`src/rtl/rv32i_integer_execute_unit_top_macros.svh`:
```
// Assertion macros shared by the execute unit modules.
`ifndef RV32I_INTEGER_EXECUTE_UNIT_TOP_MACROS_SVH
`define RV32I_INTEGER_EXECUTE_UNIT_TOP_MACROS_SVH

// Same-cycle implication, sampled on aclk and disabled during reset.
`define RV32IE_ASSERT_IMP(label, ante, cons, msg) \
    label: assert property (@(posedge aclk) disable iff (!aresetn) (ante) |-> (cons)) \
        else $error(msg);

// Next-cycle implication, sampled on aclk and disabled during reset.
`define RV32IE_ASSERT_NXT(label, ante, cons, msg) \
    label: assert property (@(posedge aclk) disable iff (!aresetn) (ante) |=> (cons)) \
        else $error(msg);

`endif

```
`src/rtl/rv32ie_pkg.sv`:
```
// Types, operation codes and widths shared by the execute unit pipeline.
package rv32ie_pkg;

    localparam int XLEN    = 32;
    localparam int FUNC_W  = 5;
    localparam int IMM_W   = 21;
    localparam int SHAMT_W = 5;

    // Operation codes.
    localparam logic [FUNC_W-1:0] FUNC_ADD   = 5'd0;
    localparam logic [FUNC_W-1:0] FUNC_SUB   = 5'd1;
    localparam logic [FUNC_W-1:0] FUNC_SLL   = 5'd2;
    localparam logic [FUNC_W-1:0] FUNC_SRL   = 5'd3;
    localparam logic [FUNC_W-1:0] FUNC_SRA   = 5'd4;
    localparam logic [FUNC_W-1:0] FUNC_SLT   = 5'd5;
    localparam logic [FUNC_W-1:0] FUNC_SLTU  = 5'd6;
    localparam logic [FUNC_W-1:0] FUNC_OR    = 5'd7;
    localparam logic [FUNC_W-1:0] FUNC_XOR   = 5'd8;
    localparam logic [FUNC_W-1:0] FUNC_AND   = 5'd9;
    localparam logic [FUNC_W-1:0] FUNC_LUI   = 5'd10;
    localparam logic [FUNC_W-1:0] FUNC_AUIPC = 5'd11;
    localparam logic [FUNC_W-1:0] FUNC_BEQ   = 5'd12;
    localparam logic [FUNC_W-1:0] FUNC_BNE   = 5'd13;
    localparam logic [FUNC_W-1:0] FUNC_BLT   = 5'd14;
    localparam logic [FUNC_W-1:0] FUNC_BLTU  = 5'd15;
    localparam logic [FUNC_W-1:0] FUNC_BGE   = 5'd16;
    localparam logic [FUNC_W-1:0] FUNC_BGEU  = 5'd17;
    localparam logic [FUNC_W-1:0] FUNC_JAL   = 5'd18;
    localparam logic [FUNC_W-1:0] FUNC_JALR  = 5'd19;

    // Largest positive immediates that fall just outside the branch and jal ranges.
    localparam logic [IMM_W-1:0] IMM_BRANCH_ODD_MAX = 21'h000fff;
    localparam logic [IMM_W-1:0] IMM_JAL_ODD_MAX    = 21'h0fffff;

    // One decoded instruction as it enters the pipeline.
    typedef struct packed {
        logic [FUNC_W-1:0] func;
        logic              use_imm;
        logic [XLEN-1:0]   rs1_value;
        logic [XLEN-1:0]   rs2_value;
        logic [IMM_W-1:0]  imm;
        logic [XLEN-1:0]   pc;
    } instr_t;

    // Decode stage output: operands selected, legality resolved.
    typedef struct packed {
        logic [FUNC_W-1:0] func;
        logic [XLEN-1:0]   op_a;
        logic [XLEN-1:0]   op_b;
        logic [XLEN-1:0]   op2;
        logic [XLEN-1:0]   imm32;
        logic [XLEN-1:0]   pc;
        logic              wr;
        logic              bad;
    } dec_t;

    // Execute stage output: raw results before the illegal mask.
    typedef struct packed {
        logic [XLEN-1:0] res;
        logic [XLEN-1:0] target;
        logic [XLEN-1:0] seq;
        logic            wr;
        logic            taken;
        logic            bad;
    } exe_t;

    // Final result beat.
    typedef struct packed {
        logic            illegal;
        logic            taken;
        logic [XLEN-1:0] next_pc;
        logic            rd_write;
        logic [XLEN-1:0] rd_value;
    } result_t;

endpackage

```
`src/rtl/rv32ie_decode.sv`:
```
// Stage 1: immediate range checks, operand selection and write classification.
`include "rv32i_integer_execute_unit_top_macros.svh"

module rv32ie_decode (
    input  logic                aclk,
    input  logic                aresetn,
    input  logic                in_valid,
    output logic                in_ready,
    input  rv32ie_pkg::instr_t  in_data,
    output logic                out_valid,
    input  logic                out_ready,
    output rv32ie_pkg::dec_t    out_data
);

    logic             valid_reg;
    rv32ie_pkg::dec_t data_reg;
    rv32ie_pkg::dec_t data_next;
    logic             imm_i_ok;
    logic             imm_sh_ok;
    logic             imm_u_ok;
    logic             imm_b_ok;
    logic             imm_j_ok;

    // Range checks on the 21-bit signed immediate.
    always_comb begin
        imm_i_ok  = (in_data.imm[20:11] == '0) || (in_data.imm[20:11] == '1);
        imm_sh_ok = (in_data.imm[20:rv32ie_pkg::SHAMT_W] == '0);
        imm_u_ok  = !in_data.imm[20];
        imm_b_ok  = ((in_data.imm[20:12] == '0) || (in_data.imm[20:12] == '1)) &&
                    (in_data.imm != rv32ie_pkg::IMM_BRANCH_ODD_MAX);
        imm_j_ok  = (in_data.imm != rv32ie_pkg::IMM_JAL_ODD_MAX);
    end

    // Operand selection and legality per operation.
    always_comb begin
        data_next.func  = in_data.func;
        data_next.op_a  = in_data.rs1_value;
        data_next.op_b  = in_data.rs2_value;
        data_next.imm32 = {{(rv32ie_pkg::XLEN - rv32ie_pkg::IMM_W){in_data.imm[20]}},
                           in_data.imm};
        data_next.op2   = in_data.use_imm ? data_next.imm32 : in_data.rs2_value;
        data_next.pc    = in_data.pc;
        data_next.wr    = 1'b0;
        data_next.bad   = 1'b0;
        unique case (in_data.func) inside
            rv32ie_pkg::FUNC_SUB: begin
                data_next.bad = in_data.use_imm;
                data_next.wr  = 1'b1;
            end
            rv32ie_pkg::FUNC_SLL, rv32ie_pkg::FUNC_SRL, rv32ie_pkg::FUNC_SRA: begin
                data_next.bad = in_data.use_imm && !imm_sh_ok;
                data_next.wr  = 1'b1;
            end
            rv32ie_pkg::FUNC_ADD, rv32ie_pkg::FUNC_SLT, rv32ie_pkg::FUNC_SLTU,
            rv32ie_pkg::FUNC_OR, rv32ie_pkg::FUNC_XOR, rv32ie_pkg::FUNC_AND: begin
                data_next.bad = in_data.use_imm && !imm_i_ok;
                data_next.wr  = 1'b1;
            end
            rv32ie_pkg::FUNC_LUI, rv32ie_pkg::FUNC_AUIPC: begin
                data_next.bad = !imm_u_ok;
                data_next.wr  = 1'b1;
            end
            rv32ie_pkg::FUNC_BEQ, rv32ie_pkg::FUNC_BNE, rv32ie_pkg::FUNC_BLT,
            rv32ie_pkg::FUNC_BLTU, rv32ie_pkg::FUNC_BGE, rv32ie_pkg::FUNC_BGEU: begin
                data_next.bad = !imm_b_ok;
            end
            rv32ie_pkg::FUNC_JAL: begin
                data_next.bad = !imm_j_ok;
                data_next.wr  = 1'b1;
            end
            rv32ie_pkg::FUNC_JALR: begin
                data_next.bad = !imm_i_ok;
                data_next.wr  = 1'b1;
            end
            default: begin
                data_next.bad = 1'b1;
            end
        endcase
    end

    // Stage register; it advances whenever it is empty or downstream takes it.
    assign in_ready = !valid_reg || out_ready;

    always_ff @(posedge aclk) begin
        if (!aresetn) begin
            valid_reg <= 1'b0;
        end else if (in_ready) begin
            valid_reg <= in_valid;
        end
    end

    always_ff @(posedge aclk) begin
        if (in_valid && in_ready) begin
            data_reg <= data_next;
        end
    end

    assign out_valid = valid_reg;
    assign out_data  = data_reg;

    // An unknown operation code must arrive downstream marked illegal.
    `RV32IE_ASSERT_NXT(a_unknown_func_bad, in_valid && in_ready && (in_data.func > rv32ie_pkg::FUNC_JALR), valid_reg && data_reg.bad, "unknown operation not flagged illegal")

endmodule

```
`src/rtl/rv32ie_alu.sv`:
```
// Stage 2: ALU operations, upper immediates, branch compare and jump targets.
`include "rv32i_integer_execute_unit_top_macros.svh"

module rv32ie_alu (
    input  logic              aclk,
    input  logic              aresetn,
    input  logic              in_valid,
    output logic              in_ready,
    input  rv32ie_pkg::dec_t  in_data,
    output logic              out_valid,
    input  logic              out_ready,
    output rv32ie_pkg::exe_t  out_data
);

    logic                                valid_reg;
    rv32ie_pkg::exe_t                    data_reg;
    rv32ie_pkg::exe_t                    data_next;
    logic [rv32ie_pkg::SHAMT_W-1:0]      shamt;
    logic [rv32ie_pkg::XLEN-1:0]         upper;
    logic [rv32ie_pkg::XLEN-1:0]         seq;

    assign shamt = in_data.op2[rv32ie_pkg::SHAMT_W-1:0];
    assign upper = {in_data.imm32[19:0], 12'b0};
    assign seq   = in_data.pc + 32'd4;

    // Destination value, branch decision and transfer target per operation.
    always_comb begin
        data_next.seq = seq;
        data_next.wr  = in_data.wr;
        data_next.bad = in_data.bad;
        unique case (in_data.func) inside
            rv32ie_pkg::FUNC_ADD:   data_next.res = in_data.op_a + in_data.op2;
            rv32ie_pkg::FUNC_SUB:   data_next.res = in_data.op_a - in_data.op2;
            rv32ie_pkg::FUNC_SLL:   data_next.res = in_data.op_a << shamt;
            rv32ie_pkg::FUNC_SRL:   data_next.res = in_data.op_a >> shamt;
            rv32ie_pkg::FUNC_SRA:   data_next.res = $unsigned($signed(in_data.op_a) >>> shamt);
            rv32ie_pkg::FUNC_SLT:
                data_next.res = {31'b0, $signed(in_data.op_a) < $signed(in_data.op2)};
            rv32ie_pkg::FUNC_SLTU:  data_next.res = {31'b0, in_data.op_a < in_data.op2};
            rv32ie_pkg::FUNC_OR:    data_next.res = in_data.op_a | in_data.op2;
            rv32ie_pkg::FUNC_XOR:   data_next.res = in_data.op_a ^ in_data.op2;
            rv32ie_pkg::FUNC_AND:   data_next.res = in_data.op_a & in_data.op2;
            rv32ie_pkg::FUNC_LUI:   data_next.res = upper;
            rv32ie_pkg::FUNC_AUIPC: data_next.res = upper + in_data.pc;
            rv32ie_pkg::FUNC_JAL, rv32ie_pkg::FUNC_JALR: data_next.res = seq;
            default:                data_next.res = '0;
        endcase

        // Branch condition and jump decision.
        unique case (in_data.func) inside
            rv32ie_pkg::FUNC_BEQ:  data_next.taken = (in_data.op_a == in_data.op_b);
            rv32ie_pkg::FUNC_BNE:  data_next.taken = (in_data.op_a != in_data.op_b);
            rv32ie_pkg::FUNC_BLT:
                data_next.taken = $signed(in_data.op_a) < $signed(in_data.op_b);
            rv32ie_pkg::FUNC_BLTU: data_next.taken = in_data.op_a < in_data.op_b;
            rv32ie_pkg::FUNC_BGE:
                data_next.taken = !($signed(in_data.op_a) < $signed(in_data.op_b));
            rv32ie_pkg::FUNC_BGEU: data_next.taken = !(in_data.op_a < in_data.op_b);
            rv32ie_pkg::FUNC_JAL, rv32ie_pkg::FUNC_JALR: data_next.taken = 1'b1;
            default:               data_next.taken = 1'b0;
        endcase

        // jalr jumps off rs1; every other transfer is pc relative.
        data_next.target = (in_data.func == rv32ie_pkg::FUNC_JALR) ?
                           (in_data.op_a + in_data.imm32) : (in_data.pc + in_data.imm32);
    end

    // Stage register.
    assign in_ready = !valid_reg || out_ready;

    always_ff @(posedge aclk) begin
        if (!aresetn) begin
            valid_reg <= 1'b0;
        end else if (in_ready) begin
            valid_reg <= in_valid;
        end
    end

    always_ff @(posedge aclk) begin
        if (in_valid && in_ready) begin
            data_reg <= data_next;
        end
    end

    assign out_valid = valid_reg;
    assign out_data  = data_reg;

    // A jump is always taken and always writes its link address.
    `RV32IE_ASSERT_NXT(a_jump_links, in_valid && in_ready && ((in_data.func == rv32ie_pkg::FUNC_JAL) || (in_data.func == rv32ie_pkg::FUNC_JALR)), data_reg.taken && data_reg.wr && (data_reg.res == data_reg.seq), "jump did not link or take")

endmodule

```
`src/rtl/rv32ie_commit.sv`:
```
// Stage 3: applies the illegal mask, picks the next pc and holds the result beat.
`include "rv32i_integer_execute_unit_top_macros.svh"

module rv32ie_commit (
    input  logic                 aclk,
    input  logic                 aresetn,
    input  logic                 in_valid,
    output logic                 in_ready,
    input  rv32ie_pkg::exe_t     in_data,
    output logic                 out_valid,
    input  logic                 out_ready,
    output rv32ie_pkg::result_t  out_data
);

    logic                valid_reg;
    rv32ie_pkg::result_t data_reg;
    rv32ie_pkg::result_t data_next;
    logic                take;

    // An illegal item writes nothing and falls through to pc+4.
    always_comb begin
        take               = in_data.taken && !in_data.bad;
        data_next.illegal  = in_data.bad;
        data_next.taken    = take;
        data_next.next_pc  = take ? in_data.target : in_data.seq;
        data_next.rd_write = in_data.wr && !in_data.bad;
        data_next.rd_value = data_next.rd_write ? in_data.res : '0;
    end

    // Output register.
    assign in_ready = !valid_reg || out_ready;

    always_ff @(posedge aclk) begin
        if (!aresetn) begin
            valid_reg <= 1'b0;
        end else if (in_ready) begin
            valid_reg <= in_valid;
        end
    end

    always_ff @(posedge aclk) begin
        if (in_valid && in_ready) begin
            data_reg <= data_next;
        end
    end

    assign out_valid = valid_reg;
    assign out_data  = data_reg;

    // An illegal beat carries no side effects.
    `RV32IE_ASSERT_IMP(a_illegal_quiet, valid_reg && data_reg.illegal, !data_reg.rd_write && !data_reg.taken && (data_reg.rd_value == '0), "illegal beat has side effects")
    // A masked item must have fallen through to the sequential address.
    `RV32IE_ASSERT_NXT(a_illegal_seq, in_valid && in_ready && in_data.bad, data_reg.next_pc == $past(in_data.seq), "illegal item did not fall through")

endmodule

```
`src/rtl/rv32i_integer_execute_unit_top.sv`:
```
// RV32I integer execute unit: streaming wrapper around a three-stage pipeline.
//
// Usage: each s_ beat carries one decoded instruction (operation code, operand
// values, immediate and pc); each m_ beat carries its result (destination value
// and write flag, next pc, taken flag, illegal flag). Exactly one result beat is
// produced per instruction, in order.
// Path: a beat accepted on the s_ side passes the decode, execute and commit
// registers in that order and then shows on m_tvalid, where it is taken
// when the receiver does not stall.
// Throughput: one instruction per cycle while m_tready is high; each stage
// registers one item and hands it on whenever the next stage is empty or is
// itself moving, so the pipeline keeps filling while a result waits on m_tready.
// Reset: aresetn low at a clock edge clears all stage valid bits; no results
// are pending afterward and s_tready comes up high.
// Stall: while m_tready is low the result beat holds; the stages behind it
// keep accepting until they are all full, then s_tready drops. Nothing is
// lost or repeated.
module rv32i_integer_execute_unit_top (
    input  logic         aclk,
    input  logic         aresetn,
    input  logic         s_tvalid,
    output logic         s_tready,
    // func[4:0], use_imm[5], rs1_value[37:6], rs2_value[69:38], imm[90:70],
    // pc[122:91], zero fill above.
    input  logic [127:0] s_tdata,
    output logic         m_tvalid,
    input  logic         m_tready,
    // rd_value[31:0], rd_write[32], next_pc[64:33], taken[65], illegal[66],
    // zero fill above.
    output logic [71:0]  m_tdata
);

    rv32ie_pkg::instr_t  instr;
    rv32ie_pkg::dec_t    dec_data;
    rv32ie_pkg::exe_t    exe_data;
    rv32ie_pkg::result_t res_data;
    logic                dec_valid;
    logic                dec_ready;
    logic                exe_valid;
    logic                exe_ready;

    // Unpack the input beat.
    assign instr.func      = s_tdata[4:0];
    assign instr.use_imm   = s_tdata[5];
    assign instr.rs1_value = s_tdata[37:6];
    assign instr.rs2_value = s_tdata[69:38];
    assign instr.imm       = s_tdata[90:70];
    assign instr.pc        = s_tdata[122:91];

    rv32ie_decode u_decode (
        .aclk      (aclk),
        .aresetn   (aresetn),
        .in_valid  (s_tvalid),
        .in_ready  (s_tready),
        .in_data   (instr),
        .out_valid (dec_valid),
        .out_ready (dec_ready),
        .out_data  (dec_data)
    );

    rv32ie_alu u_alu (
        .aclk      (aclk),
        .aresetn   (aresetn),
        .in_valid  (dec_valid),
        .in_ready  (dec_ready),
        .in_data   (dec_data),
        .out_valid (exe_valid),
        .out_ready (exe_ready),
        .out_data  (exe_data)
    );

    rv32ie_commit u_commit (
        .aclk      (aclk),
        .aresetn   (aresetn),
        .in_valid  (exe_valid),
        .in_ready  (exe_ready),
        .in_data   (exe_data),
        .out_valid (m_tvalid),
        .out_ready (m_tready),
        .out_data  (res_data)
    );

    // Pack the result beat.
    assign m_tdata = {5'b0, res_data.illegal, res_data.taken, res_data.next_pc,
                      res_data.rd_write, res_data.rd_value};

endmodule
```
`config.mk`:
```
export PLATFORM = sky130hd
export DESIGN_NAME = rv32i_integer_execute_unit_top
export DESIGN_NICKNAME = d
export VERILOG_FILES = /design/src/rtl/rv32ie_pkg.sv /design/src/rtl/rv32ie_decode.sv /design/src/rtl/rv32ie_alu.sv /design/src/rtl/rv32ie_commit.sv /design/src/rtl/rv32i_integer_execute_unit_top.sv
export VERILOG_INCLUDE_DIRS = /design/src /design/src/rtl
export SDC_FILE = /design/constraint.sdc
export NUM_CORES = 1
export LEC_CHECK = 0
export BUFFER_PORTS_ARGS = -buffer_cell sky130_fd_sc_hd__buf_2
export CAP_MARGIN = 30
export CORE_UTILIZATION = 55
export CTS_CLUSTER_DIAMETER = 150
export CTS_CLUSTER_SIZE = 40
export DETAILED_ROUTE_END_ITERATION = 7
export PLACE_DENSITY = 0.74
export SYNTH_ARGS = -nofsm -noshare
export SYNTH_HDL_FRONTEND = slang
export SYNTH_SLANG_ARGS = --single-unit
```
`constraint.sdc`:
```
create_clock -name aclk -period 18.2 [get_ports aclk]
set_input_delay 2.73 -clock aclk [delete_from_list [all_inputs] [get_ports aclk]]
set_output_delay 2.73 -clock aclk [all_outputs]
set_load 0.005 [all_outputs]
```
[Yosys cells after proc, flatten, opt, wreduce, memory -nomap -nowiden]
Index checks and enable logic that the tools add are counted.
Storage, ports and cells
  register bits: 325
Cells by class
  equal/unequal tests: 44
  add/subtract/negate cells: 6
  reduce and logical (&&, ||, !) cells: 34
  multiplexer cells: 7
  bitwise gates (word level): 3
  shifts and indexed selects: 3
  magnitude comparators: 4
Operator list (number)
  32-bit case mux with 13 select lines: 1
  32-bit adder: 4
  32-bit < comparator: 4
  32-bit two-way mux: 3
  5-bit by 4-bit == test with 1-bit output, second input constant: 16
  5-bit by 3-bit == test with 1-bit output, second input constant: 8
  5-bit == test, second input constant: 8
  32-bit by 3-bit adder with 32-bit output, second input constant: 1
  32-bit AND: 1
  32-bit == test: 1
  32-bit != test: 1
  32-bit bitwise OR: 1
  32-bit by 5-bit left shift with 32-bit output: 1
  32-bit by 5-bit right shift with 32-bit output: 1
  32-bit by 5-bit >>> shifter with 32-bit output: 1
  32-bit subtractor: 1
  32-bit bitwise XOR: 1
  21-bit by 12-bit != test with 1-bit output, second input constant: 1
  21-bit by 20-bit != test with 1-bit output, second input constant: 1
  5-bit by 2-bit == test with 1-bit output, second input constant: 4
  16-bit logical NOT: 1
  1-bit case mux with 7 select lines: 2
  14-bit OR reduction: 1
  6-bit OR reduction: 2
  other kinds (12): 35

[Longest topological paths before layout]
  depth in word-level cells: 5
  depth in mapped cells: 21
  gate-level depth less buffers: 18

[By module]
Synthesis repeated with hierarchy kept, for this count alone.
Unflattened totals
  cells, all modules: 2488
  area total of the unflattened synthesis: 24521.0 sq um
Modules (own cells, without submodules)
  rv32ie_alu: cells an instance 2072, times used 1, area each 16248.1 sq um
  rv32ie_decode: cells an instance 264, times used 1, area each 5425.2 sq um
  rv32ie_commit: cells an instance 146, times used 1, area each 2806.4 sq um
  rv32i_integer_execute_unit_top: cells an instance 6, times used 1, area each 41.3 sq um

[Worst setup path after synthesis]
OpenSTA, ideal clock, no wires.
  kind: in2reg
  start: in m_tready
  end: reg u_decode.data_reg, in the netlist u_decode.out_data[0] (enable)
  stages on the path: 2
  library setup time: 765 ps
  required time: 17435 ps
  arrival time: 10593 ps
  buffers on the path: 0
  setup slack: 6842 ps
  cells stage by stage: nor2b_1 -> a31oi_1
On the way
  cells in the longest elaborated chain, start to end: 4
Ends and longest elaborated chain
  start, declared: line rv32i_integer_execute_unit_top.sv:27  | input logic m_tready,
  1-bit logical OR: line rv32ie_commit.sv:31  | assign in_ready = !valid_reg || out_ready;
  1-bit logical OR: line rv32ie_alu.sv:69  | assign in_ready = !valid_reg || out_ready;
  1-bit logical OR: line rv32ie_decode.sv:82  | assign in_ready = !valid_reg || out_ready;
  1-bit logical AND: line rv32ie_decode.sv:93  | if (in_valid && in_ready) begin
  end signal, assigned: line rv32ie_decode.sv:94  | data_reg <= data_next;
  end, declared: line rv32ie_decode.sv:16  | rv32ie_pkg::dec_t data_reg;
No other way between the ends.
A chain may end at the register's enable or synchronous reset.

[Final worst setup path]
  start: in m_tready
  end: out s_tready
On the way
  cells in the longest elaborated chain, start to end: 3
Ends and longest elaborated chain
  1-bit logical OR: line rv32ie_commit.sv:31
  1-bit logical OR: line rv32ie_alu.sv:69
  1-bit logical OR: line rv32ie_decode.sv:82
  end, declared: line rv32i_integer_execute_unit_top.sv:22  | output logic s_tready,
No other way between the ends.

==> flow_metrics.env <==
export IMPL_routed_wl_mm=81.4
export IMPL_cts_root_buffer_cell="clkbuf_16"
export IMPL_cp_data_arrival_time_ps=3770
export IMPL_ctsHoldBuffers=0
export IMPL_final_setup_tns_ps=0
export IMPL_path_max_fanout=6
export IMPL_grt_max_degree=83
export IMPL_path_clk_slew_ps=130
export IMPL_post_cts_resized=0
export IMPL_relSlewSlack_pct=33.9
export IMPL_core_area_sq_um=42300
export IMPL_io_pins=206
export IMPL_ys_seq_elements=325
export IMPL_maxCapViolCount=0
export IMPL_ys_seq_area_share_pct=40.9
export IMPL_clock_skew_ps=49.2
export IMPL_crit_path_end_kind="output pin"
export IMPL_die_width_microns=210
export IMPL_fmax_mhz=154
export IMPL_fp_row_count=75
export IMPL_via_per_inst=6.50
export IMPL_n_fill_cell=3571
export IMPL_timing_rr_start="u_decode.out_data[70]$_DFFE_PP_"
export IMPL_hold_end="u_alu.out_data[2]$_DFFE_PP_"
export IMPL_synth_top_area_share_pct=40.7
export IMPL_vias=20300
export IMPL_hpwl_mm=63.4
export IMPL_synth_most_common_cell="edfxtp_1"
export IMPL_ys_top_cells_by_count="edfxtp_1, o21ai_0, ha_1"
export IMPL_clkLatencyLatePin_ps=560
export IMPL_hold_class="reg2reg"
export IMPL_cts_made_buffers=12
export IMPL_first_iter_violations=2405
export IMPL_status="finished clean"
export IMPL_synth_area_leader_cell="edfxtp_1"
export IMPL_cts_sinks=325
export IMPL_grt_pass1_wl_mm=118
export IMPL_crit_reg2reg_capture="u_alu.out_data[97]$_DFFE_PP_"
export IMPL_whs_ps=436
export IMPL_syn_to_final_growth_pct=8.25
export IMPL_ys_flop_type="edfxtp_1"
export IMPL_antenna_found_initial=2
export IMPL_vdd_ir_drop_worst_mv=0.0947
export IMPL_min_from="u_decode.out_data[1]$_DFFE_PP_"
export IMPL_r2r_cells=13
export IMPL_netlist_top_cells_area="edfxtp_1, ha_1, o21ai_0, a21oi_1, mux2i_1"
export IMPL_grt_pass1_vias=18600
export IMPL_rsz0062_at_grt="false"
export IMPL_worst_pin_slew_ps=988
export IMPL_drc=0
export IMPL_first_pass_iters=6
export IMPL_post_route_util_pct=60.8
export IMPL_cts_tree="yes"
export IMPL_total_power_mw=2.01
export IMPL_synth_warnings=0
export IMPL_r2r_setup_slack_ps=13080
export IMPL_initial_core_util_pct=56.2
export IMPL_drive_gt1_share_pct=14.1
export IMPL_die_area_sq_um=44000
export IMPL_h_tree_depth=1
export IMPL_setup_viol=0
export IMPL_ys_types=86
export IMPL_crit_type="in2out"
export IMPL_multi_input_area_sq_um=13000
export IMPL_critical_path_required_ps=15470
export IMPL_fin_nets=2873
export IMPL_dp_slack_ps=11710
export IMPL_overflow=0
export IMPL_grt_util_all_layers_pct=36.1
export IMPL_synth_area_per_cell_sq_um=9.78
export IMPL_async_reset_ff_share_pct=0
export IMPL_setup_ws_ps=11700
export IMPL_post_route_period_util_pct=35.7
export IMPL_wire_per_inst_microns=26.0
export IMPL_drv_slew=0
export IMPL_netlist_area_sq_um=23800
export IMPL_powerDensity_nw_per_um2=78.2
export IMPL_cts_post_setup_buffers_inserted=0
export IMPL_clockBufferDepth=3
export IMPL_synth_edf_count=322
export IMPL_power_leakage_nw=10.4
export IMPL_hold_viol=0
export IMPL_gp_congestion=1.05
export IMPL_seq_area_sq_um=9730
export IMPL_ant_nets=0
export IMPL_hold_depth=0
export IMPL_crit_path_start_kind="input port"
export IMPL_io_buffers=195
export IMPL_timing_final_crit_period_ps=6500
export IMPL_synthCells=2431
export IMPL_die_h_microns=210
## routing by layer
metal	global-route usage [%]	wire length [microns]	vias to the layer above
met4	10.6	2520	2
met3	6.73	9330	140
met2	54.1	35000	1155
met1	53.1	34500	9716
li1	-	-	9304
met5	0	13	-
## how the worst max path moves through the flow
| stage | depth (start not counted) | endpoint | startpoint | slack, ps |
|---|---|---|---|---|
| final | 4 | s_tready | m_tready | 11700 |
| after detailed placement | 4 | s_tready | m_tready | 11710 |
| after global routing | 4 | s_tready | m_tready | 11620 |
| after floorplan | 2 | u_decode.out_data[0]$_DFFE_PP_ | m_tready | 6840 |
| after CTS | 4 | s_tready | m_tready | 11700 |
| after global placement | 4 | s_tready | m_tready | 11760 |
## cells by family (layout without fill, tap and decap cells)
kind of cell    after synthesis  after routing  synth area share (%)
buf+inv                     294            405                  4.79
mux                         155            155                  7.61
compound gates              750            750                  20.6
flops                       325            325                  40.9
simple gates                627            627                  12.5
xor+xnor                     80             80                  2.95
other cells                   1              7                0.0158
fa+ha+maj                   199            199                  10.6
## power by group
group	internal, mW	total [mW]	switching [mW]
sequential	0.898	0.965	0.0668
combinational	0.255	0.680	0.425
clock	0.150	0.367	0.216
## layout make-up
type / count / area share [%]
multi-input combinational: 1816 / 50.4
sequential: 325 / 37.8
timing repair buffer: 229 / 5.07
tap: 577 / 2.81
inverter: 158 / 2.31
clock buffer: 16 / 1.31
clock inverter: 2 / 0.233
antenna: 2 / 0.0195
## critical path: stages
cell	delay [ps]
buf_2	100
nor2b_1	570
nand3_1	200
buf_2	180
## through the flow
stage / instances / cell area, sq um
final: 3125 / 25700
after CTS: 3121 / 25700
after global placement: 3100 / 25200
after floorplan: 2435 / 23800
after global routing: 3123 / 25700
after detailed placement: 3103 / 25300
## state kept, by name (all words and copies together), names as in the netlist
| signal | count |
|---|---|
| u_decode.out_data | 156 |
| u_alu.out_data | 99 |
| u_commit.out_data | 67 |
| u_alu.out_valid | 1 |
| u_commit.out_valid | 1 |
| u_decode.out_valid | 1 |
## layout by cell type (no fill, tap or decap), types with 28 or more instances in the layout
cell,instances
a211oi_1,28
a21o_1,37
a21oi_1,190
a221oi_1,39
and2_1,40
buf_2,195
buf_4,30
edfxtp_1,322
ha_1,195
inv_1,155
mux2_2,65
mux2i_1,76
nand2_1,180
nand3_1,50
nand4_1,33
nor2_1,170
nor3_1,41
o21ai_0,205
xnor2_1,53
Note: power is estimated with default switching activity, not from simulation.
